`config.mk`:
```
export PLATFORM = sky130hd
export DESIGN_NAME = gcr_pixel_stage
export DESIGN_NICKNAME = d
export VERILOG_FILES = /design/src/gcr_pkg.sv /design/src/gcr_pixel_stage.sv
export SDC_FILE = /design/constraint.sdc
export NUM_CORES = 1
export LEC_CHECK = 0
export ABC_CLOCK_PERIOD_IN_PS = 14400
export BUFFER_PORTS_ARGS = -buffer_cell sky130_fd_sc_hd__buf_2
export CAP_MARGIN = 0
export CORE_MARGIN = 2
export CORE_UTILIZATION = 58
export CTS_CLUSTER_DIAMETER = 150
export DETAILED_ROUTE_END_ITERATION = 8
export HOLD_SLACK_MARGIN = 0.12
export PLACE_DENSITY = 0.86
export SLEW_MARGIN = 40
export SYNTH_ARGS = -nofsm -noshare
export SYNTH_HDL_FRONTEND = slang
export SYNTH_SLANG_ARGS = --single-unit
```
`constraint.sdc`:
```
create_clock -name clk -period 14.4 [get_ports clk]
set_input_delay 2.16 -clock clk [delete_from_list [all_inputs] [get_ports clk]]
set_output_delay 2.16 -clock clk [all_outputs]
set_load 0.05 [all_outputs]
```
`src/gcr_pkg.sv`:
```
// Shared types and constants for the glyph cell renderer.
// No dependencies; every other file in src but gcr_ram imports this package.
package gcr_pkg;

    localparam int GLYPH_WIDTH = 8;
    localparam int GLYPH_SHIFT = 3;
    localparam int COLOR_W     = 32;
    localparam int INDEX_W     = 24;
    localparam int CFG_DATA_W  = 13;
    localparam int CFG_IDX_W   = 2;
    localparam int BITS_W      = 8;
    localparam int CODE_W      = 8;

    localparam logic [CFG_DATA_W-1:0] SCREEN_WIDTH_RESET  = 13'd640;
    localparam logic [CFG_DATA_W-1:0] SCREEN_HEIGHT_RESET = 13'd480;

    localparam logic [CFG_IDX_W-1:0] REG_SCREEN_WIDTH  = 2'd0;
    localparam logic [CFG_IDX_W-1:0] REG_SCREEN_HEIGHT = 2'd1;
    localparam logic [CFG_IDX_W-1:0] REG_FRAME_READY   = 2'd2;

    localparam logic KIND_DRAW = 1'b0;
    localparam logic KIND_FONT = 1'b1;

    typedef struct packed {
        logic               kind;
        logic [CODE_W-1:0]  char_code;
        logic [8:0]         text_column;
        logic [7:0]         text_row;
        logic [COLOR_W-1:0] foreground;
        logic [COLOR_W-1:0] background;
        logic [3:0]         glyph_line;
        logic [BITS_W-1:0]  glyph_bits;
    } cmd_t;

    typedef struct packed {
        logic [INDEX_W-1:0] pixel_index;
        logic [COLOR_W-1:0] pixel0;
        logic [COLOR_W-1:0] pixel1;
        logic [COLOR_W-1:0] pixel2;
        logic [COLOR_W-1:0] pixel3;
        logic [COLOR_W-1:0] pixel4;
        logic [COLOR_W-1:0] pixel5;
        logic [COLOR_W-1:0] pixel6;
        logic [COLOR_W-1:0] pixel7;
        logic               last_row;
    } row_t;

    // One glyph row on its way from the sequencer to the pixel stage.
    typedef struct packed {
        logic [COLOR_W-1:0] foreground;
        logic [COLOR_W-1:0] background;
        logic [INDEX_W-1:0] pixel_index;
        logic               last_row;
    } issue_t;

endpackage

```
`src/gcr_pixel_stage.sv`:
```
// Pixel stage: aligns issued rows with font read data, expands the glyph
// byte into eight colors and holds the output register. Depends on gcr_pkg.
module gcr_pixel_stage (
    input  logic                        clk,
    input  logic                        rst_n,
    input  logic                        issue_valid,
    input  gcr_pkg::issue_t             issue,
    input  logic [gcr_pkg::BITS_W-1:0]  rd_data,
    output logic                        advance,
    output logic                        row_valid,
    input  logic                        row_ready,
    output gcr_pkg::row_t               row
);

    import gcr_pkg::*;

    logic   s1_valid_reg, s1_valid_next;
    issue_t s1_reg, s1_next;
    logic   out_valid_reg, out_valid_next;
    row_t   out_reg, out_next;
    logic   out_advance;
    logic [COLOR_W-1:0] pix [8];

    assign out_advance = !out_valid_reg || row_ready;
    // The font RAM read is enabled by the same signal, so its data holds too.
    assign advance     = !s1_valid_reg || out_advance;

    always_comb
    begin
        for (int k = 0; k < 8; k++)
        begin
            pix[k] = rd_data[7 - k] ? s1_reg.foreground : s1_reg.background;
        end
    end

    always_comb
    begin
        s1_valid_next  = s1_valid_reg;
        s1_next        = s1_reg;
        out_valid_next = out_valid_reg;
        out_next       = out_reg;
        if (advance)
        begin
            s1_valid_next = issue_valid;
            s1_next       = issue;
        end
        if (out_advance)
        begin
            out_valid_next       = s1_valid_reg;
            out_next.pixel_index = s1_reg.pixel_index;
            out_next.pixel0      = pix[0];
            out_next.pixel1      = pix[1];
            out_next.pixel2      = pix[2];
            out_next.pixel3      = pix[3];
            out_next.pixel4      = pix[4];
            out_next.pixel5      = pix[5];
            out_next.pixel6      = pix[6];
            out_next.pixel7      = pix[7];
            out_next.last_row    = s1_reg.last_row;
        end
    end

    always_ff @(posedge clk or negedge rst_n)
    begin
        if (!rst_n)
        begin
            s1_valid_reg  <= 1'b0;
            out_valid_reg <= 1'b0;
        end
        else
        begin
            s1_valid_reg  <= s1_valid_next;
            out_valid_reg <= out_valid_next;
        end
    end

    always_ff @(posedge clk)
    begin
        s1_reg  <= s1_next;
        out_reg <= out_next;
    end

    assign row_valid = out_valid_reg;
    assign row       = out_reg;

endmodule

```
# Word level (Yosys, flattened, before mapping)
# Cells that the tools add are included.
# classes
bitwise_logic,0
div,0
reduce_logical,4
magnitude_cmp,0
n_shift,0
mul,0
muxes,8
addsub,0
n_eq_ne,0
# op_table
op,n
$mux 32,8
$logic_not 1->1,2
$logic_or 1x1->1,2
# word_totals
inputBits,101
romBits,0
n_memories,0
out_inout_bits,283
ram_bits,0
register_bits,372
latchBits,0

# Depth between registers and ports, before layout
# Gate-level depths: netlist of run 1.
# depth
ltp_word,3
mapped_depth,3
ltp_nobuf,3

# Worst setup path after synthesis of run 1
# Ideal clock, no wire load.
# synth_path
path_type,in2reg
start,input port row_ready
end,register out_reg (netlist bit row[0]) (enable)
arrival_time_ps,7667
path_slack_ps,6100
required_time_ps,13767
path_buffers,0
stages,2
setup_time_ps,633
cell_sequence,nor2b_1 -> inv_1
# synth_between
elab_chain_cells,1
# synth_rtl
item,line,rtl
start: declaration,gcr_pixel_stage.sv:11,"input logic row_ready,"
$logic_or 1x1->1,gcr_pixel_stage.sv:24,assign out_advance = !out_valid_reg || row_ready;
net out_advance,gcr_pixel_stage.sv:21,logic out_advance;
end signal: assignment,gcr_pixel_stage.sv:80,out_reg <= out_next;
end: declaration,gcr_pixel_stage.sv:20,"row_t out_reg, out_next;"
# The timed path passes the listed nets, and every way through them passes these cells.
# A chain may end at the register's enable or synchronous reset.

# Final worst setup path of run 1
# layout_path
start,input port row_ready
end,output port advance
# layout_between
elab_chain_cells,2
# layout_rtl
item,line,rtl
$logic_or 1x1->1,gcr_pixel_stage.sv:24,
$logic_or 1x1->1,gcr_pixel_stage.sv:26,assign advance = !s1_valid_reg || out_advance;
end: declaration,gcr_pixel_stage.sv:9,"output logic advance,"
# Every way passes these cells.

==> results_dict.tcl, run 1 <==
set metrics [dict create \
    grt_pass1_wl_mm 49.07 \
    fp.dieH_um 167.7 \
    status "finished, final reports clean" \
    crit_type "primary input to primary output" \
    synth_top_area_share_pct 71.49 \
    cellPowerDensity_nw_per_um2 159.3 \
    clockBufferDepth 3 \
    r2r-end "row[213]" \
    cts_resized 0 \
    fin_nets 1169 \
    grt_pass1_vias 7962 \
    synthesis.nets 766 \
    clkSinkCount 372 \
    wirelength_mm 33.76 \
    r2r-start "row_valid" \
    hpwl_mm 20.90 \
    timing.fmax_mhz 173.2 \
    avgRoutedWirePerCell_um 23.61 \
    drv_slew 0 \
    rsz0062_at_grt "no" \
    antenna_found_initial 1 \
    gp_congestion 0.7979 \
    path_clk_slew_ps 60 \
    rrSetupSlack_ps 11360 \
    portBuffers 383 \
    postCtsSetupRepairBufs 0 \
    crit_arrival_ps 3610 \
    relSlewSlack_pct 44.25 \
    drc_errors 0 \
    synth_simple_gate_area_share_pct 0.1047 \
    area_growth_pct 20.35 \
    cp-startpoint "row_ready" \
    tightest_slew_ps 836.2 \
    cp_cell_sequence "buf_2, nor2b_1, nand2_4, buf_2" \
    cap_violations 0 \
    drive_above_1_share_pct 64.44 \
    clock_latency_ps 500 \
    synthXorXnorAreaFrac_pct 0 \
    synth_area_leaders "edfxtp_1 71%, mux2_4 23%, buf_12 3.1%, mux2_2 1.2%, buf_6 0.58%" \
    die_area_um2 28120 \
    seq_area_frac_synth_pct 71.81 \
    avgSynthCellArea_um2 23.37 \
    holdBufCountCts 0 \
    grt_max_degree 129 \
    ant_nets 0 \
    synth.area.mux_share_pct 24.34 \
    synth_compound_area_share_pct 0.04830 \
    peakVddDrop_v 0.0001271 \
    critPathMaxFanout 30 \
    critPathRequiredTime_ps 12240 \
    cts-root-buf "clkbuf_16" \
    netlist_instances 665 \
    ys_types 11 \
    worstSetupEndpointType "primary output" \
    fin_crit_ps 5775 \
    dp.cells 1363 \
    cts_inserted_buffers 38 \
    coreArea_um2 26210 \
    fillers 1544 \
    netlist_area_um2 15540 \
    p_leak_nw 7.974 \
    finClkSkew_ps 9.657 \
    rows 59 \
    hold_class "flop to flop" \
    multi_input_area_um2 3815 \
    synth_top_family_by_area "multiplexers" \
    synth_fa_ha_area_share_pct 0 \
    io_pins 384 \
    grtUsageTotal_pct 23.50 \
    hold_viol 0 \
    slowest_delay_ps 560 \
    cts_max_level 2 \
    cts_tree "yes" \
    ys_ff_latch 372 \
    largest_reg_flops 281 \
    critical-path-slowest-cell "nor2b_1" \
    setup_viol 0 \
    synth_top_area_cell "edfxtp_1" \
    start_util_pct 59.31 \
    first_pass_iters 5 \
    register_area_um2 11160 \
    crit_path_frequent_cell "buf_2" \
    crit_end "advance" \
    final_util_pct 71.38 \
    fin_setup_tns_ps 0 \
    finalCritPeriodShare_pct 40.10 \
    vias 7717 \
    fin_cells 1430 \
    drt_iter0_drc 588 \
    worstSetupStartpointType "primary input" \
    reg2reg_depth 4 \
    post_drt_via_cell_ratio 5.397 \
    yosysWarnings 0 \
    globalRoute.totalOverflow 0 \
    fp.dieW_um 167.7 \
]
-- worst min-delay path by stage --
stage / from / to / slack [ps] / cells after the start
2_1_floorplan: s1_reg[0] / row[0] / 400 / 0
3_3_place_gp: s1_reg[12] / row[268] / 400 / 0
3_5_place_dp: s1_reg[6] / row[262] / 400 / 0
4_1_cts: s1_reg[6] / row[262] / 420 / 0
5_1_grt: s1_reg[9] / row[265] / 430 / 0
6_report: s1_reg[13] / row[269] / 420 / 0
-- per-layer routing --
layer | up-vias | GRT usage, % | routed length [µm] | part of all wire (%)
met5 | - | 0 | 0 | 0
met4 | 0 | 10.17 | 1270 | 3.8
met3 | 84 | 4.703 | 2069 | 6.1
met2 | 356 | 41.08 | 17230 | 51
met1 | 3838 | 28.60 | 13190 | 39
li1 | 3439 | - | - | -
-- Yosys cell counts, drive strengths merged --
master,count
edfxtp,370
mux2,256
buf,32
dfrtp,2
a21o,1
inv,1
nand2,1
nand2b,1
nor2b,1
-- kinds of logic after synthesis --
kind of cell	Yosys count
muxes	256
AOI/OAI and AO/OA	1
and+or+nand+nor	3
buffers and inverters	33
DFF	372
-- final cells by class --
cell class	instances	share of cell area (%)
tap	335	2.241
inverter	1	0.08696
clock inverter	23	1.532
sequential	372	59.67
clock buffer	43	5.298
antenna	1	0.01338
timing repair buffer	395	10.77
multi-input combinational	260	20.39
-- power breakdown --
group          switching, W  internal [W]  leakage [nW]
Clock              0.000384      0.000618         0.616
Combinational      0.000418      0.000172          3.62
Sequential        0.0000597       0.00133          3.74
-- placed cells by master, fill, tap and decap left out --
master      Yosys  routed
a21o_1          1       1
buf_2           0     383
buf_4           0      10
buf_6           8       2
bufinv_16       0       7
clkbuf_1        0       4
clkbuf_16       0      39
clkinv_1        0      10
clkinv_2        0       3
clkinv_8        0       1
clkinvlp_4      0       2
dfrtp_1         2       2
diode_2         0       1
edfxtp_1      370     370
inv_6           0       1
mux2_2         16      16
mux2_4        240     240
nand2_4         0       1
nand2b_1        1       1
nor2b_1         1       1
-- worst max-delay path: cells and delay by family --
kind	cells	cell delay [ps]
buf+inv	2	450
simple gates	2	970
-- through the flow --
step / hold WS (ps) / cell area, µm² / total power, W / setup WS, ps
after CTS: 417.3 / 18690 / 0.003003 / 8670
after global routing: 427.9 / 18710 / 0.003067 / 8538
after floorplan: 400.3 / 15540 / 0.001881 / 6100
after global placement: 401.2 / 17410 / 0.001984 / 8784
final: 416.8 / 18710 / 0.002981 / 8625
after detailed placement: 404.5 / 17420 / 0.001999 / 8749
Note: power is estimated with default switching activity, not from simulation.
==> run 2: changes to the inputs <==
- ABC_CLOCK_PERIOD_IN_PS: 14400 -> 5450
- CORE_UTILIZATION: 58 -> 53
- PLACE_DENSITY: 0.86 -> 0.79
- clock period: 14.4 -> 5.45 ns (I/O delays scaled with it)
==> run 2 against run 1 <==
Die area grew 9.2%; non-clock buffer count unchanged; sequential power rose to 2.6 times the previous value; largest cell class unchanged; global-route usage shrank 3.3 points; routed wire length down 4.3%; utilization down 6.5 points; critical path type is now flop to primary output; sequential share of layout area is 0.064 points higher; first-iteration DRC count fell by 18%; highest routed layer unchanged; via count shrank 1.3%; setup slack lost 5900 ps; combinational power rose to 2.6 times the previous value.
==> results_dict.tcl, run 2 (synthesis results as in run 1) <==
set metrics [dict create \
    fin_nets 1169 \
    cap_violations 0 \
    die_area_um2 30710 \
    cp_cell_sequence "nor2b_4, nand2_4, buf_2" \
    internal_power_w 0.005430 \
    tightest_slew_ps 832.0 \
    rows 62 \
    antenna_found_initial 0 \
    vias 7617 \
    grtUsageTotal_pct 20.19 \
    cts_inserted_buffers 38 \
    cts_max_level 2 \
    finalCritPeriodShare_pct 49.62 \
    crit_family "simple AND/OR/NAND/NOR gates" \
    p_sw_share_pct 29.14 \
    cts-root-buf "clkbuf_16" \
    final_common_cell "buf_2" \
    power_frac_comb_pct 20.2 \
    p_clk_share_pct 32.0 \
    setup_viol 0 \
    reg2reg_depth 3 \
    finClkSkew_ps 11.10 \
    hpwl_mm 19.88 \
    slowest_delay_ps 460 \
    fin_crit_ps 2704 \
    fp.dieH_um 175.2 \
    critical-path-slowest-cell "nand2_4" \
    coreArea_um2 28780 \
    crit_arrival_ps 1890 \
    worst-path-buf-inv 1 \
    hold_ws_ps 416.2 \
    largest_reg_flops 281 \
    place_area_um2 17500 \
    final_util_pct 64.92 \
    grt_max_degree 133 \
    drt_iter0_drc 483 \
    r2r-end "row[118]" \
    worstHoldPathCells 0 \
    critPathMaxFanout 42 \
    wirelength_mm 32.32 \
    portBuffers 383 \
    ant_nets 0 \
    clockBufferDepth 3 \
    crit_type "flop to primary output" \
    seqPwrFrac_pct 47.8 \
    path_clk_slew_ps 60 \
    p_leak_nw 7.938 \
    clock_latency_ps 510 \
    rsz0062_at_grt "no" \
    timing.fmax_mhz 369.8 \
    globalRoute.totalOverflow 0 \
    layout_common_cells "383 x buf_2, 370 x edfxtp_1, 240 x mux2_4" \
    antenna_cells_inserted 0 \
    clkSinkCount 372 \
    drc_errors 0 \
    holdCritStartpoint "s1_reg[11]" \
    first_pass_iters 4 \
    grt_pass1_vias 7421 \
    area_growth_pct 20.22 \
    grt_pass1_wl_mm 45.80 \
    final_area_um2 18690 \
    drive_above_1_share_pct 63.89 \
    rrSetupSlack_ps 3200 \
    worstSetupStartpointType "flop" \
    p_switching_w 0.002233 \
    r2r-start "row_valid" \
    critPathRequiredTime_ps 4630 \
    status "finished, final reports clean" \
    hold_viol 0 \
    cts_tree "yes" \
    hold_class "flop to flop" \
    hold_end "row[267]" \
    relSlewSlack_pct 44.53 \
    drv_slew 0 \
    cellPowerDensity_nw_per_um2 410.1 \
    avgRoutedWirePerCell_um 21.86 \
    gp_congestion 0.7708 \
    fp.dieW_um 175.2 \
    start_util_pct 54.00 \
    total_power_w 0.007662 \
    dp.cells 1411 \
    worstSetupEndpointType "primary output" \
    fin_cells 1478 \
    io_pins 384 \
    peakVddDrop_v 0.0002652 \
    post_drt_via_cell_ratio 5.154 \
]
==> run 2: worst max-delay path by stage <==
stage,startpoint,end,slack [ps],cells past startpoint
after floorplan,row_ready,row[0],-100,2
after global placement,row_ready,advance,2780,4
after detailed placement,row_ready,row[153],2730,4
after CTS,row_valid,advance,2690,3
after global routing,row_valid,advance,2620,3
final,row_valid,advance,2750,3
==> run 2: power groups by stage <==
stage,clock network (W),registers [W],logic [W]
floorplan,0,0.00451,0.000451
finish,0.00245,0.00367,0.00155
global placement,0,0.00371,0.00154
detailed placement,0,0.00372,0.00155
global route,0.00262,0.00369,0.00160
CTS,0.00250,0.00367,0.00155
==> run 2: layer usage <==
layer  share of wire, %  vias up  global-route usage (%)
met5                  0        -                       0
met4                2.6        0                   6.250
met3                9.8       58                   7.158
met2                 48      342                   33.84
met1                 39     3773                   24.61
li1                   -     3444                       -
==> run 2: metrics by stage <==
stage               setup slack [ps]  setup TNS (ps)
global placement                2785               0
floorplan                     -96.07          -27000
CTS                             2691               0
finish                          2746               0
detailed placement              2726               0
global route                    2620               0
==> run 2: worst reg2reg max path, delay by kind of cell, from the launching register on <==
kind / cells / cell delay [ps]
buffers and inverters: 2 / 1140
AND/OR/NAND/NOR: 1 / 220
flip-flops: 1 / 350
==> run 2: area by class of cell <==
cell class	count	area, µm²
sequential	372	11160
fill	1967	10090
multi-input combinational	260	3822
timing repair buffer	395	2034
clock buffer	53	1071
tap	384	480.5
clock inverter	13	108.9
inverter	1	7.507
==> run 2: what timing repair did <==
action,4_1_cts,5_1_grt
hold buffers,1,0
setup buffers,0,0
endpoints found under the hold margin,2,0
resized for setup,0,0
