### config.mk
export PLATFORM = sky130hd
export DESIGN_NAME = gcr_row_seq
export DESIGN_NICKNAME = d
export VERILOG_FILES = /design/src/gcr_pkg.sv /design/src/gcr_row_seq.sv
export SDC_FILE = /design/constraint.sdc
export NUM_CORES = 1
export LEC_CHECK = 0
export BUFFER_PORTS_ARGS = -buffer_cell sky130_fd_sc_hd__buf_2
export CAP_MARGIN = 20
export CORE_ASPECT_RATIO = 2
export CORE_MARGIN = 2
export CORE_UTILIZATION = 35
export DETAILED_ROUTE_END_ITERATION = 7
export MAX_ROUTING_LAYER = met4
export SLEW_MARGIN = 25
export SYNTH_ARGS = -nofsm -noshare
export SYNTH_HDL_FRONTEND = slang
export SYNTH_SLANG_ARGS = --single-unit
export TNS_END_PERCENT = 1
### constraint.sdc
create_clock -name clk -period 6 [get_ports clk]
set_input_delay 1.2 -clock clk [delete_from_list [all_inputs] [get_ports clk]]
set_output_delay 1.2 -clock clk [all_outputs]
set_load 0.01 [all_outputs]
### src/gcr_pkg.sv
// Shared types and constants for the glyph cell renderer.
// No dependencies; every other file in src but gcr_ram imports this package.
package gcr_pkg;

    localparam int GLYPH_WIDTH = 8;
    localparam int GLYPH_SHIFT = 3;
    localparam int COLOR_W     = 32;
    localparam int INDEX_W     = 24;
    localparam int CFG_DATA_W  = 13;
    localparam int CFG_IDX_W   = 2;
    localparam int BITS_W      = 8;
    localparam int CODE_W      = 8;

    localparam logic [CFG_DATA_W-1:0] SCREEN_WIDTH_RESET  = 13'd640;
    localparam logic [CFG_DATA_W-1:0] SCREEN_HEIGHT_RESET = 13'd480;

    localparam logic [CFG_IDX_W-1:0] REG_SCREEN_WIDTH  = 2'd0;
    localparam logic [CFG_IDX_W-1:0] REG_SCREEN_HEIGHT = 2'd1;
    localparam logic [CFG_IDX_W-1:0] REG_FRAME_READY   = 2'd2;

    localparam logic KIND_DRAW = 1'b0;
    localparam logic KIND_FONT = 1'b1;

    typedef struct packed {
        logic               kind;
        logic [CODE_W-1:0]  char_code;
        logic [8:0]         text_column;
        logic [7:0]         text_row;
        logic [COLOR_W-1:0] foreground;
        logic [COLOR_W-1:0] background;
        logic [3:0]         glyph_line;
        logic [BITS_W-1:0]  glyph_bits;
    } cmd_t;

    typedef struct packed {
        logic [INDEX_W-1:0] pixel_index;
        logic [COLOR_W-1:0] pixel0;
        logic [COLOR_W-1:0] pixel1;
        logic [COLOR_W-1:0] pixel2;
        logic [COLOR_W-1:0] pixel3;
        logic [COLOR_W-1:0] pixel4;
        logic [COLOR_W-1:0] pixel5;
        logic [COLOR_W-1:0] pixel6;
        logic [COLOR_W-1:0] pixel7;
        logic               last_row;
    } row_t;

    // One glyph row on its way from the sequencer to the pixel stage.
    typedef struct packed {
        logic [COLOR_W-1:0] foreground;
        logic [COLOR_W-1:0] background;
        logic [INDEX_W-1:0] pixel_index;
        logic               last_row;
    } issue_t;

endpackage

### src/gcr_row_seq.sv
// Command holding stage and row sequencer: checks draws, writes font rows,
// and issues one glyph row read per cycle while advance is high. Depends on gcr_pkg.
module gcr_row_seq #(
    parameter int GLYPH_HEIGHT  = 16,
    parameter int MAX_DIMENSION = 4096
) (
    input  logic                                  clk,
    input  logic                                  rst_n,
    input  logic                                  cmd_valid,
    output logic                                  cmd_ready,
    input  gcr_pkg::cmd_t                         cmd,
    input  logic [gcr_pkg::CFG_DATA_W-1:0]        screen_width,
    input  logic [gcr_pkg::CFG_DATA_W-1:0]        screen_height,
    input  logic                                  frame_ready,
    input  logic                                  advance,
    output logic                                  issue_valid,
    output gcr_pkg::issue_t                       issue,
    output logic [gcr_pkg::CODE_W+$clog2(GLYPH_HEIGHT)-1:0] rd_addr,
    output logic                                  wr_en,
    output logic [gcr_pkg::CODE_W+$clog2(GLYPH_HEIGHT)-1:0] wr_addr,
    output logic [gcr_pkg::BITS_W-1:0]            wr_data
);

    import gcr_pkg::*;

    localparam int LINE_W = $clog2(GLYPH_HEIGHT);
    localparam int DIM_W  = $clog2(MAX_DIMENSION + 1);
    localparam int PX_W   = 9 + GLYPH_SHIFT;
    localparam int PY_W   = 8 + LINE_W;
    localparam int MAX_A  = (PX_W > PY_W) ? PX_W : PY_W;
    localparam int CMP_W  = ((MAX_A > DIM_W) ? MAX_A : DIM_W) + 1;
    localparam int PROD_W = PY_W + DIM_W;

    logic                hold_valid_reg, hold_valid_next;
    cmd_t                hold_reg, hold_next;
    logic                hold_ok_reg, hold_ok_next;
    logic                busy_reg, busy_next;
    logic [LINE_W-1:0]   line_reg, line_next;
    logic [CODE_W-1:0]   code_reg, code_next;
    logic [COLOR_W-1:0]  fg_reg, fg_next;
    logic [COLOR_W-1:0]  bg_reg, bg_next;
    logic [INDEX_W-1:0]  index_reg, index_next;

    logic [DIM_W-1:0]    width_clamped;
    logic [DIM_W-1:0]    height_clamped;
    logic [PX_W-1:0]     cmd_px;
    logic [PY_W-1:0]     cmd_py;
    logic                cmd_ok;
    logic [PX_W-1:0]     hold_px;
    logic [PY_W-1:0]     hold_py;
    logic [PROD_W-1:0]   base_prod;
    logic [INDEX_W-1:0]  base_index;
    logic                last_line;
    logic                issue_fire;
    logic                retire;
    logic                accept;

    always_comb
    begin
        width_clamped = (32'(screen_width) > MAX_DIMENSION)
                      ? DIM_W'(MAX_DIMENSION) : DIM_W'(screen_width);
        height_clamped = (32'(screen_height) > MAX_DIMENSION)
                       ? DIM_W'(MAX_DIMENSION) : DIM_W'(screen_height);

        cmd_px = PX_W'(cmd.text_column) << GLYPH_SHIFT;
        cmd_py = PY_W'(cmd.text_row) * PY_W'(GLYPH_HEIGHT);
        cmd_ok = frame_ready
              && (CMP_W'(cmd_px) + CMP_W'(GLYPH_WIDTH) <= CMP_W'(width_clamped))
              && (CMP_W'(cmd_py) + CMP_W'(GLYPH_HEIGHT) <= CMP_W'(height_clamped));

        hold_px    = PX_W'(hold_reg.text_column) << GLYPH_SHIFT;
        hold_py    = PY_W'(hold_reg.text_row) * PY_W'(GLYPH_HEIGHT);
        base_prod  = PROD_W'(hold_py) * PROD_W'(width_clamped);
        base_index = INDEX_W'(base_prod + PROD_W'(hold_px));
    end

    assign last_line  = (line_reg == LINE_W'(GLYPH_HEIGHT - 1));
    assign issue_fire = busy_reg && advance;
    // Hand the held command over once the last row of the current draw leaves.
    assign retire     = hold_valid_reg && (!busy_reg || (issue_fire && last_line));
    assign cmd_ready  = !hold_valid_reg || retire;
    assign accept     = cmd_valid && cmd_ready;

    always_comb
    begin
        hold_valid_next = hold_valid_reg;
        hold_next       = hold_reg;
        hold_ok_next    = hold_ok_reg;
        busy_next       = busy_reg;
        line_next       = line_reg;
        code_next       = code_reg;
        fg_next         = fg_reg;
        bg_next         = bg_reg;
        index_next      = index_reg;

        if (retire)
        begin
            hold_valid_next = 1'b0;
        end
        if (accept)
        begin
            hold_valid_next = 1'b1;
            hold_next       = cmd;
            hold_ok_next    = cmd_ok;
        end

        if (issue_fire)
        begin
            line_next  = line_reg + LINE_W'(1);
            index_next = index_reg + INDEX_W'(width_clamped);
            if (last_line)
            begin
                busy_next = 1'b0;
            end
        end

        if (retire && hold_reg.kind == KIND_DRAW && hold_ok_reg)
        begin
            busy_next  = 1'b1;
            line_next  = '0;
            code_next  = hold_reg.char_code;
            fg_next    = hold_reg.foreground;
            bg_next    = hold_reg.background;
            index_next = base_index;
        end
    end

    always_ff @(posedge clk or negedge rst_n)
    begin
        if (!rst_n)
        begin
            hold_valid_reg <= 1'b0;
            busy_reg       <= 1'b0;
        end
        else
        begin
            hold_valid_reg <= hold_valid_next;
            busy_reg       <= busy_next;
        end
    end

    always_ff @(posedge clk)
    begin
        hold_reg    <= hold_next;
        hold_ok_reg <= hold_ok_next;
        line_reg    <= line_next;
        code_reg    <= code_next;
        fg_reg      <= fg_next;
        bg_reg      <= bg_next;
        index_reg   <= index_next;
    end

    assign issue_valid       = busy_reg;
    assign issue.foreground  = fg_reg;
    assign issue.background  = bg_reg;
    assign issue.pixel_index = index_reg;
    assign issue.last_row    = last_line;
    assign rd_addr           = {code_reg, line_reg};

    // Drop font rows past the glyph height.
    assign wr_en   = retire && hold_reg.kind == KIND_FONT
                  && int'(hold_reg.glyph_line) < GLYPH_HEIGHT;
    assign wr_addr = {hold_reg.char_code, LINE_W'(hold_reg.glyph_line)};
    assign wr_data = hold_reg.glyph_bits;

endmodule

# After elaboration in Yosys (flattened, before gate mapping)
# Index checks and enable logic that the tools add are counted.
[classes]
add_sub_neg = 5
n_mul = 1
magnitude_cmp = 4
n_eq_ne = 1
n_mux = 9
bitwise_logic = 1
n_reduce_logical = 17
[op_table]
columns = ["operator", "count"]
rows = [
  ["$mux W24", 2],
  ["$gt A13 B13 Y1 const B", 2],
  ["$le A13 B13 Y1", 2],
  ["$mux W13", 2],
  ["$add A24 B12 Y24", 1],
  ["$add A24 B13 Y24", 1],
  ["$mul A8 B13 Y20", 1],
  ["$add A12 B4 Y13 const B", 1],
  ["$add A12 B5 Y13 const B", 1],
  ["$logic_and A1 B1 Y1", 9],
  ["$reduce_bool A2 Y1", 3],
  ["$mux W1", 5],
  ["$add A4 B1 Y4 const B", 1],
  ["$eq A4 B4 Y1 const B", 1],
  ["$logic_not A1 Y1", 2],
  ["$logic_or A1 B1 Y1", 2],
  ["$reduce_and A2 Y1", 1],
  ["$not A1 Y1", 1],
]
[totals]
reg_bits = 205
in_bits = 133
output_inout_bits = 124
word_cells = 54

# Depth between registers and ports, before layout
# Gate-level depths: netlist of run 1.
[depth]
word_depth = 8
depth_mapped = 24
depth_no_buf = 22

# Least setup slack after synthesis of run 1
# No wires, ideal clock.
[synth_timing]
path_type = "in2reg"
start = "input screen_width[12] in the netlist's numbering"
end = "register index_reg[20] (data pin)"
setup_ns = 0.261
t_arrival_ns = 6.366
required_ns = 5.739
slack_ns = -0.627
stages = 22
n_path_buf = 2
path_cell_list = "clkbuf_1 > nor2b_1 > clkbuf_1 > nand2_1 > fa_1 > fa_1 > inv_1 > fa_1 > inv_1 > fa_1 > inv_1 > ha_1 > a211oi_1 > a21oi_1 > ha_1 > a21oi_1 > nor2_1 > or4b_4 > nand2b_4 > or3_1 > xnor2_1 > mux2i_1"
[synth_between]
elab_chain_cells = 5
word_cells_on_any_way = 7
cone_classes = "add/sub (2); mul (1); order compare (1); mux (3)"
[synth_lines]
columns = ["element", "line_no", "text"]
rows = [
  ["start, declared", "gcr_row_seq.sv:12", "input logic [gcr_pkg::CFG_DATA_W-1:0] screen_width,"],
  ["$gt A13 B13 Y1", "gcr_row_seq.sv:60", "width_clamped = (32'(screen_width) > MAX_DIMENSION)"],
  ["$mux W13 (*)", "gcr_row_seq.sv:61", "? DIM_W'(MAX_DIMENSION) : DIM_W'(screen_width);"],
  ["$mul A8 B13 Y20 or $add A24 B13 Y24 (tied branches)", "gcr_row_seq.sv:73, gcr_row_seq.sv:110", ""],
  ["$add A24 B12 Y24 or $mux W24 (tied branches)", "gcr_row_seq.sv:74, gcr_row_seq.sv:107", ""],
  ["$mux W24 (*)", "gcr_row_seq.sv:117", "if (retire && hold_reg.kind == KIND_DRAW && hold_ok_reg)"],
  ["named net index_next[20]", "gcr_row_seq.sv:42", "logic [INDEX_W-1:0] index_reg, index_next;"],
  ["end signal, assigned", "gcr_row_seq.sv:150", "index_reg <= index_next;"],
  ["end, declared", "gcr_row_seq.sv:42", ""],
]
# Mark *: on every way through the listed nets, which the timed path passes. The rest lies on a longest branch. The select of a mux whose other input is x is not followed.
# A chain may end at the register's enable or synchronous reset.

# Final worst setup path of run 1
# Ends and elaborated chain as after synthesis.

==> results of run 1 <==
[per-stage QoR]
step | setup WS (ps) | std cells | util, %
after global placement | -603 | 1724 | 42.3
after global routing | -107 | 1780 | 45.7
after CTS | -38.0 | 1761 | 44.4
after floorplan | -269 | 982 | -
after detailed placement | -714 | 1724 | 42.3
final | 29.7 | 1780 | 45.7
[synthesized netlist by cell type, types with 4 or more instances]
cell and number:
o21a_1 8, inv_1 98, mux2i_1 4, ha_1 82, xnor2_1 41, nor2b_1 24, nand2_1 65, fa_1 67
a21oi_1 37, and2_1 90, nand4_1 8, buf_4 21, a21o_1 16, nor2_1 30, o21ai_0 26, xor2_1 26
edfxtp_1 199, dfxtp_1 4, a31oi_1 4, and3_1 11, clkbuf_1 27, nand3_1 27, nor3_1 11, a211oi_1 4
[metal layers]
metal  vias up  global-route usage, %  share of wire [%]
met5         -                      -                  0
met4         0                   6.22                4.1
met3        61                   1.86                4.4
met2       232                   33.4                 58
met1      4018                   15.1                 33
li1       4049                      -                  -
[logic make-up after synthesis]
family	Yosys count	share of synthesized area, %
AOI/OAI and AO/OA	120	6.28
adders and majority gates	149	19.6
and+or+nand+nor	288	12.9
muxes	4	0.332
xor gates and xnor gates	68	5.00
buffers and inverters	148	5.26
DFF	205	50.6
[path summary, 6_finish.rpt]
| check | slack (ps) | cells after the start | endpoint | from |
|---|---|---|---|---|
| worst max-delay path | 30 | 21 | index_reg[20] | screen_width[12] |
| worst min-delay path | 420 | 0 | fg_reg[14] | hold_reg[58] |
| worst max register to register | 450 | 17 | index_reg[20] | hold_reg[78] |
| worst min register to register | 420 | 0 | fg_reg[14] | hold_reg[58] |
| max in group asynchronous | 5440 | 1 | issue_valid | rst_n |
| min in group asynchronous | 460 | 1 | hold_valid_reg | rst_n |
[layout make-up]
cell class / instances / area [µm²] / area share, %
antenna: 1 / 2.50 / 0.0161
clock buffer: 22 / 508 / 3.26
clock inverter: 14 / 185 / 1.19
inverter: 99 / 374 / 2.40
multi-input combinational: 629 / 5690 / 36.5
sequential: 205 / 6110 / 39.2
tap: 441 / 552 / 3.54
timing repair buffer: 369 / 2160 / 13.9
[repair_timing]
| action | CTS | global route |
|---|---|---|
| gates cloned | 0 | 1 |
| resized for setup | 8 | 69 |
| setup endpoints to repair | 4 | 8 |
| pin swaps | 4 | 41 |
| buffers inserted | 1 | 19 |
[critical path, stage by stage]
cell and delay [ps]:
buf_12 100, buf_8 120, nor2b_1 50, buf_4 150
and2_4 160, fa_1 550, fa_1 440, fa_1 490
inv_1 50, fa_1 520, inv_1 60, ha_4 240
o21a_1 200, o21a_1 210, a21oi_2 210, xor2_2 100
or4b_4 530, nand2b_4 160, or3_4 390, xnor2_2 170
mux2i_1 80
[power breakdown]
group          switching [mW]  internal (mW)  leakage [nW]
sequential              0.171           1.99          1.89
combinational            1.79           1.71          4.59
clock                   0.556          0.759         0.334
==> flow_summary.yaml, run 1 <==
pwr:
  p_leak_nw: 6.81
  ir_drop_uv: 239
  power_mw: 6.97
  p_per_area_nw_per_um2: 447
drt:
  drt_iter0_drc: 244
  drc_errors: 0
  wl_per_cell_um: 16.5
  vias_per_cell: 4.70
  ant_nets: 0
  dr.pass1.iters: 4
  wirelength_um: 29300
  via_count: 8360
clocking:
  root_buffer: "clkbuf_16"
  worstSkewPairLatency_ps: 520
  path_clk_slew_ps: 70
  hold_buffers: 0
  h-tree-depth: 1
  clock_path_buffers: 3
  cts_made_buffers: 20
  numClockSinks: 205
  cts_tree: "done"
critical_path:
  critPathCaptureType: "flop"
  start_kind: "input port"
  crit_required_ps: 6240
  cp.arrival_ps: 6210
  criticalPathCategory: "input port to flop"
  worstPathMaxFanout: 7
final_layout:
  most-common-layout-cells: "buf_2, edfxtp_1, buf_4"
  final_common_cell: "buf_2"
  n_fill_cell: 3199
  final_area_um2: 15600
  largest_reg_flops: 73
  layout.nets: 1606
  drive_gt1_share_pct: 35.6
  area_growth_pct: 29.2
floorplanning:
  rows: 96
  fp.dieH_um: 266
  die_w_um: 135
  dieArea_um2: 36000
  ios: 257
  initial_core_util_pct: 35.3
  core_area_um2: 34100
min_path:
  hold_class: "flop to flop"
timing:
  finalSetupViolCount: 0
  final-hold-violation-count: 0
  fin_tns_setup_ps: 0
  finClkSkew_ps: 22.0
  tightest_slew_ps: 835
  holdWs_ps: 417
  relSlewSlack_pct: 44.3
  fmax_mhz: 167
  rsz0062_at_grt: "yes"
  slew_violations: 0
  min_period_ps: 5970
  period_share_pct: 99.5
synth:
  synth_nets: 1264
  ys_ff_latch: 205
  synthArstFlopShare_pct: 0.976
  syn-instance-count: 982
  postSynthAreaPerCell_um2: 12.3
  synth_area_um2: 12100
  yosys.area.top_type: "edfxtp_1"
  synth_top_cells_by_area: "edfxtp_1, fa_1, ha_1"
  yosysTopAreaCellShare_pct: 49.6
  yosys_warnings: 0
  seq_area_frac_synth_pct: 50.6
  synth_enable_flop_cells: 199
  synth_ff_type: "edfxtp_1"
  yosys.cell_types.count: 60
global_route:
  gr-total-overflow: 0
  track_usage_pct: 16.4
  grt_pass1_wl_um: 44500
  grt_pass1_vias: 8598
  antenna_found_initial: 1
  grt_max_degree: 57
placed_design:
  portBuffers: 256
  hpwl_um: 23400
  gp_congestion: 0.857
  placed_area_um2: 14400
run_status:
  outcome: "finished clean"
job:
  cap_violations: 0
Note: power is estimated with default switching activity, not from simulation.
==> inputs of run 2 (changes only) <==
- CELL_PAD_IN_SITES_DETAIL_PLACEMENT: default -> 1
- CELL_PAD_IN_SITES_GLOBAL_PLACEMENT: default -> 2
- PLACE_DENSITY_LB_ADDON: default -> 0.1
==> run 2 against run 1 <==
  * Count of clock-buffer cells in the layout rose by 1
  * Via count rose by 2.1%
  * Cell count barely moved
  * Clock power fell by 4%
  * Sequential power barely moved
  * Sequential cell count did not move
  * First-iteration DRC count fell by 1.6%
  * Cell area rose by 0.17%
  * Combinational power barely moved
  * Utilization rose by 0.077 points
  * Sequential share of layout area fell by 0.066 points
  * Critical endpoint unchanged
  * Largest cell class unchanged
==> flow_summary.yaml, run 2 (synthesized netlist as in run 1, its figures left out) <==
timing:
  setup_slack_ps: 37.6
  relSlewSlack_pct: 39.3
  fin_tns_setup_ps: 0
  slew_violations: 0
  finalSetupViolCount: 0
  period_share_pct: 99.4
  final-hold-violation-count: 0
  tightest_slew_ps: 910
  rsz0062_at_grt: "yes"
  min_period_ps: 5960
  fmax_mhz: 168
  finClkSkew_ps: 21.6
floorplanning:
  core_area_um2: 34100
  ios: 257
  dieArea_um2: 36000
  fp.dieH_um: 266
  initial_core_util_pct: 35.3
  rows: 96
  die_w_um: 135
drt:
  drt_iter0_drc: 240
  drc_errors: 0
  vias_per_cell: 4.80
  via_count: 8536
  ant_nets: 0
  dr.pass1.iters: 4
  wl_per_cell_um: 18.7
  wirelength_um: 33200
min_path:
  hp-start: "hold_reg[55]"
  min_to: "fg_reg[11]"
  hold_class: "flop to flop"
  hold_depth: 0
critical_path:
  max_stage_delay_ps: 540
  worstPathMaxFanout: 6
  crit_required_ps: 6220
  critPathCaptureType: "flop"
  start_kind: "input port"
  rrSetupSlack_ps: 330
  reg2reg_to: "index_reg[20]"
  cp_common_cell: "fa_1"
  r2r-start: "hold_reg[78]"
  criticalPathCategory: "input port to flop"
  ff2ff_path_depth: 17
  cp.arrival_ps: 6180
  worstPathCellList: "buf_12 -> buf_12 -> nor2b_1 -> buf_4 -> buf_12 -> and2_1 -> fa_1 -> fa_1 -> fa_1 -> inv_1 -> fa_1 -> inv_1 -> ha_4 -> buf_4 -> buf_4 -> xor2_2 -> or4b_4 -> nand2b_4 -> or3_4 -> xnor2_2 -> mux2i_1"
  slowest_stage: "fa_1"
run_status:
  outcome: "finished clean"
global_route:
  antenna_found_initial: 3
  grt_pass1_vias: 9335
  track_usage_pct: 18.8
  grt_pass1_wl_um: 50200
  gr-total-overflow: 0
  grt_max_degree: 75
placed_design:
  dp_slack_ps: -787
  portBuffers: 256
  hpwl_um: 26900
  gp_congestion: 0.804
clocking:
  root_buffer: "clkbuf_16"
  path_clk_slew_ps: 70
  cts_tree: "done"
  clock_path_buffers: 3
  cts_made_buffers: 20
  numClockSinks: 205
  h-tree-depth: 1
  worstSkewPairLatency_ps: 510
pwr:
  p_per_area_nw_per_um2: 443
  p_leak_nw: 6.83
  ir_drop_uv: 194
final_layout:
  n_fill_cell: 3743
  most-common-layout-cells: "buf_2, edfxtp_1, buf_4"
  final_common_cell: "buf_2"
  layout.nets: 1603
  largest_reg_flops: 73
  area_growth_pct: 29.4
  final_core_util_pct: 45.8
  drive_gt1_share_pct: 35.6
job:
  cap_violations: 0
## run 2: routing by layer
layer,vias to the layer above,global-route usage [%],share of wire (%)
li1,4043,-,-
met1,4188,16.3,32
met2,238,38.0,59
met3,67,2.53,4.8
met4,0,9.32,4.8
met5,-,-,0
## run 2: cell type report
type	count	area (µm²)	area share (%)
Sequential cell	205	6110	39.1
Multi-Input combinational cell	629	5710	36.6
Timing Repair Buffer	366	2200	14.1
Tap cell	441	552	3.54
Clock buffer	23	542	3.47
Inverter	99	374	2.40
Clock inverter	13	115	0.738
Antenna cell	3	7.51	0.0481
## run 2: through the flow
step,cell area (µm²),std cells,power (mW),hold slack (ps)
2_1_floorplan,12200,982,4.13,400
3_3_place_gp,14500,1728,5.35,400
3_5_place_dp,14500,1728,5.42,406
4_1_cts,15200,1764,6.73,420
5_1_grt,15600,1779,7.44,423
6_report,15600,1779,6.91,415
## run 2: worst max path at each step
stage / start / to / slack, ps / cells after the start
finish: screen_width[12] / index_reg[20] / 40 / 21
global route: screen_width[12] / index_reg[20] / -100 / 21
CTS: screen_width[3] / index_reg[20] / -20 / 22
detailed placement: screen_width[12] / index_reg[20] / -790 / 19
global placement: screen_width[12] / index_reg[21] / -680 / 21
floorplan: screen_width[12] / index_reg[20] / -270 / 22
## run 2: timing repair
item,in CTS,in global routing
endpoints found under the setup margin,5,6
cloned,0,1
hold buffers,0,0
resized for setup,14,68
buffers inserted,0,12
pin swaps,8,40
## run 2: worst max-delay path, delay by kind of cell
kind,cells,cell delay (ps)
fa+ha+maj,5,2290
simple gates,5,1360
buf+inv,8,910
xor+xnor,2,320
mux,1,80
## run 2: power breakdown
group,leakage (nW),internal [mW],switching [mW]
registers,1.89,1.99,0.175
clock network,0.321,0.701,0.555
logic,4.62,1.68,1.81
total,6.83,4.37,2.54
==> inputs of run 3 (changes only) <==
- ABC_AREA: default -> 1
==> run 3 against run 2 <==
  * Worst hold slack lost 5.0 ps
  * Synthesized cell count grew 24%
  * Cell area grew 3.8%
  * Largest power group unchanged
  * Highest routed layer unchanged
==> flow_summary.yaml, run 3 <==
placed_design:
  dp.cells: 2002
  portBuffers: 256
  gp_congestion: 0.890
  dp_slack_ps: -826
  hpwl_um: 32300
  placed_area_um2: 15100
job:
  cap_violations: 0
synth:
  seq_area_frac_synth_pct: 48.8
  yosys_warnings: 0
  yosysMostFrequentCell: "nand2_1"
  synth_commonest_cells: "nand2_1, inv_1, edfxtp_1"
  synth_ff_type: "edfxtp_1"
  synth_top_cells_by_area: "edfxtp_1, fa_1, ha_1"
  yosys.cell_types.count: 49
  yosys.area.top_type: "edfxtp_1"
  synth_enable_flop_cells: 199
  ys_ff_latch: 205
  synthArstFlopShare_pct: 0.976
  synth_nets: 1500
  yosysTopAreaCellShare_pct: 47.7
  synth_area_um2: 12500
  postSynthAreaPerCell_um2: 10.3
  syn-instance-count: 1218
final_layout:
  most-common-layout-cells: "buf_2, nand2_1, edfxtp_1"
  drive_gt1_share_pct: 34.4
  layout.cells.non_filler: 2048
  final_core_util_pct: 45.5
  layout.nets: 1867
  final_area_um2: 16200
  area_growth_pct: 29.3
  final_common_cell: "buf_2"
  largest_reg_flops: 73
timing:
  final-hold-violation-count: 0
  slew_violations: 0
  period_share_pct: 98.2
  finClkSkew_ps: 26.0
  tightest_slew_ps: 816
  setup_slack_ps: 107
  min_period_ps: 5890
  relSlewSlack_pct: 45.6
  rsz0062_at_grt: "yes"
  fmax_mhz: 170
  finalSetupViolCount: 0
pwr:
  p_leak_nw: 7.52
  ir_drop_uv: 281
  power_frac_seq_pct: 29.3
  p_per_area_nw_per_um2: 457
  p_comb_share_pct: 55.2
  clock_power_share_pct: 15.5
  internal_power_mw: 4.26
  switching_share_pct: 42.3
  p_sw_mw: 3.13
clocking:
  cts_made_buffers: 19
  numClockSinks: 205
  h-tree-depth: 1
  root_buffer: "clkbuf_16"
  hold_buffers: 0
  clock_path_buffers: 3
  cts_tree: "done"
  path_clk_slew_ps: 70
  worstSkewPairLatency_ps: 510
critical_path:
  rrSetupSlack_ps: 590
  r2r-start: "hold_reg[78]"
  criticalPathCategory: "input port to flop"
  worstSetupStartpoint: "screen_width[12]"
  start_kind: "input port"
  crit_required_ps: 6270
  ff2ff_path_depth: 24
  cp.arrival_ps: 6160
  reg2reg_to: "index_reg[22]"
  critPathCaptureType: "flop"
  crit_path_end: "index_reg[22]"
  worstPathMaxFanout: 5
drt:
  ant_nets: 0
  dr.pass1.iters: 4
  vias_per_cell: 4.75
  drt_iter0_drc: 244
  drc_errors: 0
  wl_per_cell_um: 18.9
  wirelength_um: 38700
  via_count: 9728
global_route:
  grt_max_degree: 65
  antenna_found_initial: 1
  grt_pass1_vias: 11100
  gr-total-overflow: 0
  grt_pass1_wl_um: 59600
  track_usage_pct: 22.0
floorplanning:
  initial_core_util_pct: 35.2
  core_area_um2: 35600
  dieArea_um2: 37400
  die_w_um: 138
  ios: 257
  rows: 98
  fp.dieH_um: 272
min_path:
  hold_class: "flop to flop"
run_status:
  outcome: "finished clean"
## run 3: layout make-up
cell class / instances / area (µm²)
flip-flops and latches: 205 / 6110
clock inverters: 13 / 91.3
clock buffers: 20 / 479
well taps: 450 / 563
diodes: 1 / 2.50
repair buffers: 377 / 2210
inverters: 216 / 836
fillers: 4032 / 19400
multi-input cells: 766 / 5910
## run 3: layer usage
layer | wire length, µm | vias to the layer above | track usage (%)
met1 | 12500 | 4716 | 19.7
met3 | 1640 | 97 | 3.70
met4 | 2290 | 0 | 10.8
li1 | - | 4677 | -
met2 | 22200 | 238 | 42.9
met5 | 0 | - | -
## run 3: worst min-delay path by stage
stage | start | to | slack, ps | cells after the start
after floorplan | hold_reg[12] | bg_reg[0] | 400 | 0
after global placement | hold_reg[45] | fg_reg[1] | 400 | 0
after detailed placement | hold_reg[37] | bg_reg[25] | 410 | 0
after CTS | hold_reg[32] | bg_reg[20] | 410 | 0
after global routing | hold_reg[32] | bg_reg[20] | 410 | 0
final | hold_reg[70] | fg_reg[26] | 410 | 0
## run 3: power by group through the flow
stage	Combinational, mW	Sequential [mW]	Clock (mW)
after floorplan	2.17	2.20	0
after global placement	3.73	2.19	0
after detailed placement	3.78	2.20	0
after CTS	4.00	2.17	1.19
after global routing	4.55	2.20	1.23
final	4.08	2.17	1.14
## run 3: per-stage QoR
| stage | total power, mW | setup TNS [ps] | hold slack (ps) |
|---|---|---|---|
| final | 7.39 | 0 | 410 |
| after global routing | 7.98 | -1190 | 411 |
| after CTS | 7.36 | -7.23 | 408 |
| after detailed placement | 5.98 | -8850 | 406 |
| after global placement | 5.91 | -7510 | 401 |
| after floorplan | 4.38 | -27.0 | 400 |
## run 3: worst max-delay path, cell delays in order
cell     delay, ps
buf_2          250
nand2_4        120
buf_6          140
buf_12         120
nand2_4         90
nor2_1          70
fa_1           460
fa_1           550
inv_1           60
fa_1           500
fa_1           550
inv_2           60
ha_4           270
nand2_2        100
nand3_4        110
xor2_4         210
ha_4           270
nand2_1         60
inv_2           60
nand4_1        110
nand2_2        130
nand2_4         60
nor2_4         120
nand2_2         70
nor2_4         180
nand3_2         80
nand3_1         80
nand2_1         60
## run 3: kinds of logic (layout without fill, tap and decap cells)
family                     count (synthesis)  in the layout  share of synthesized area, %
and+or+nand+nor                          474            474                          16.8
DFF                                      205            205                          48.8
AOI/OAI and AO/OA                        103            103                          4.58
adders and majority gates                149            149                          18.9
xor gates and xnor gates                  40             40                          2.80
buffers and inverters                    247            626                          8.15
other                                      0              1                             0
## run 3: what timing repair did
action | in CTS | in global routing
resized for setup | 55 | 46
setup endpoints to repair | 10 | 12
setup buffers | 7 | 5
pin swaps | 27 | 36
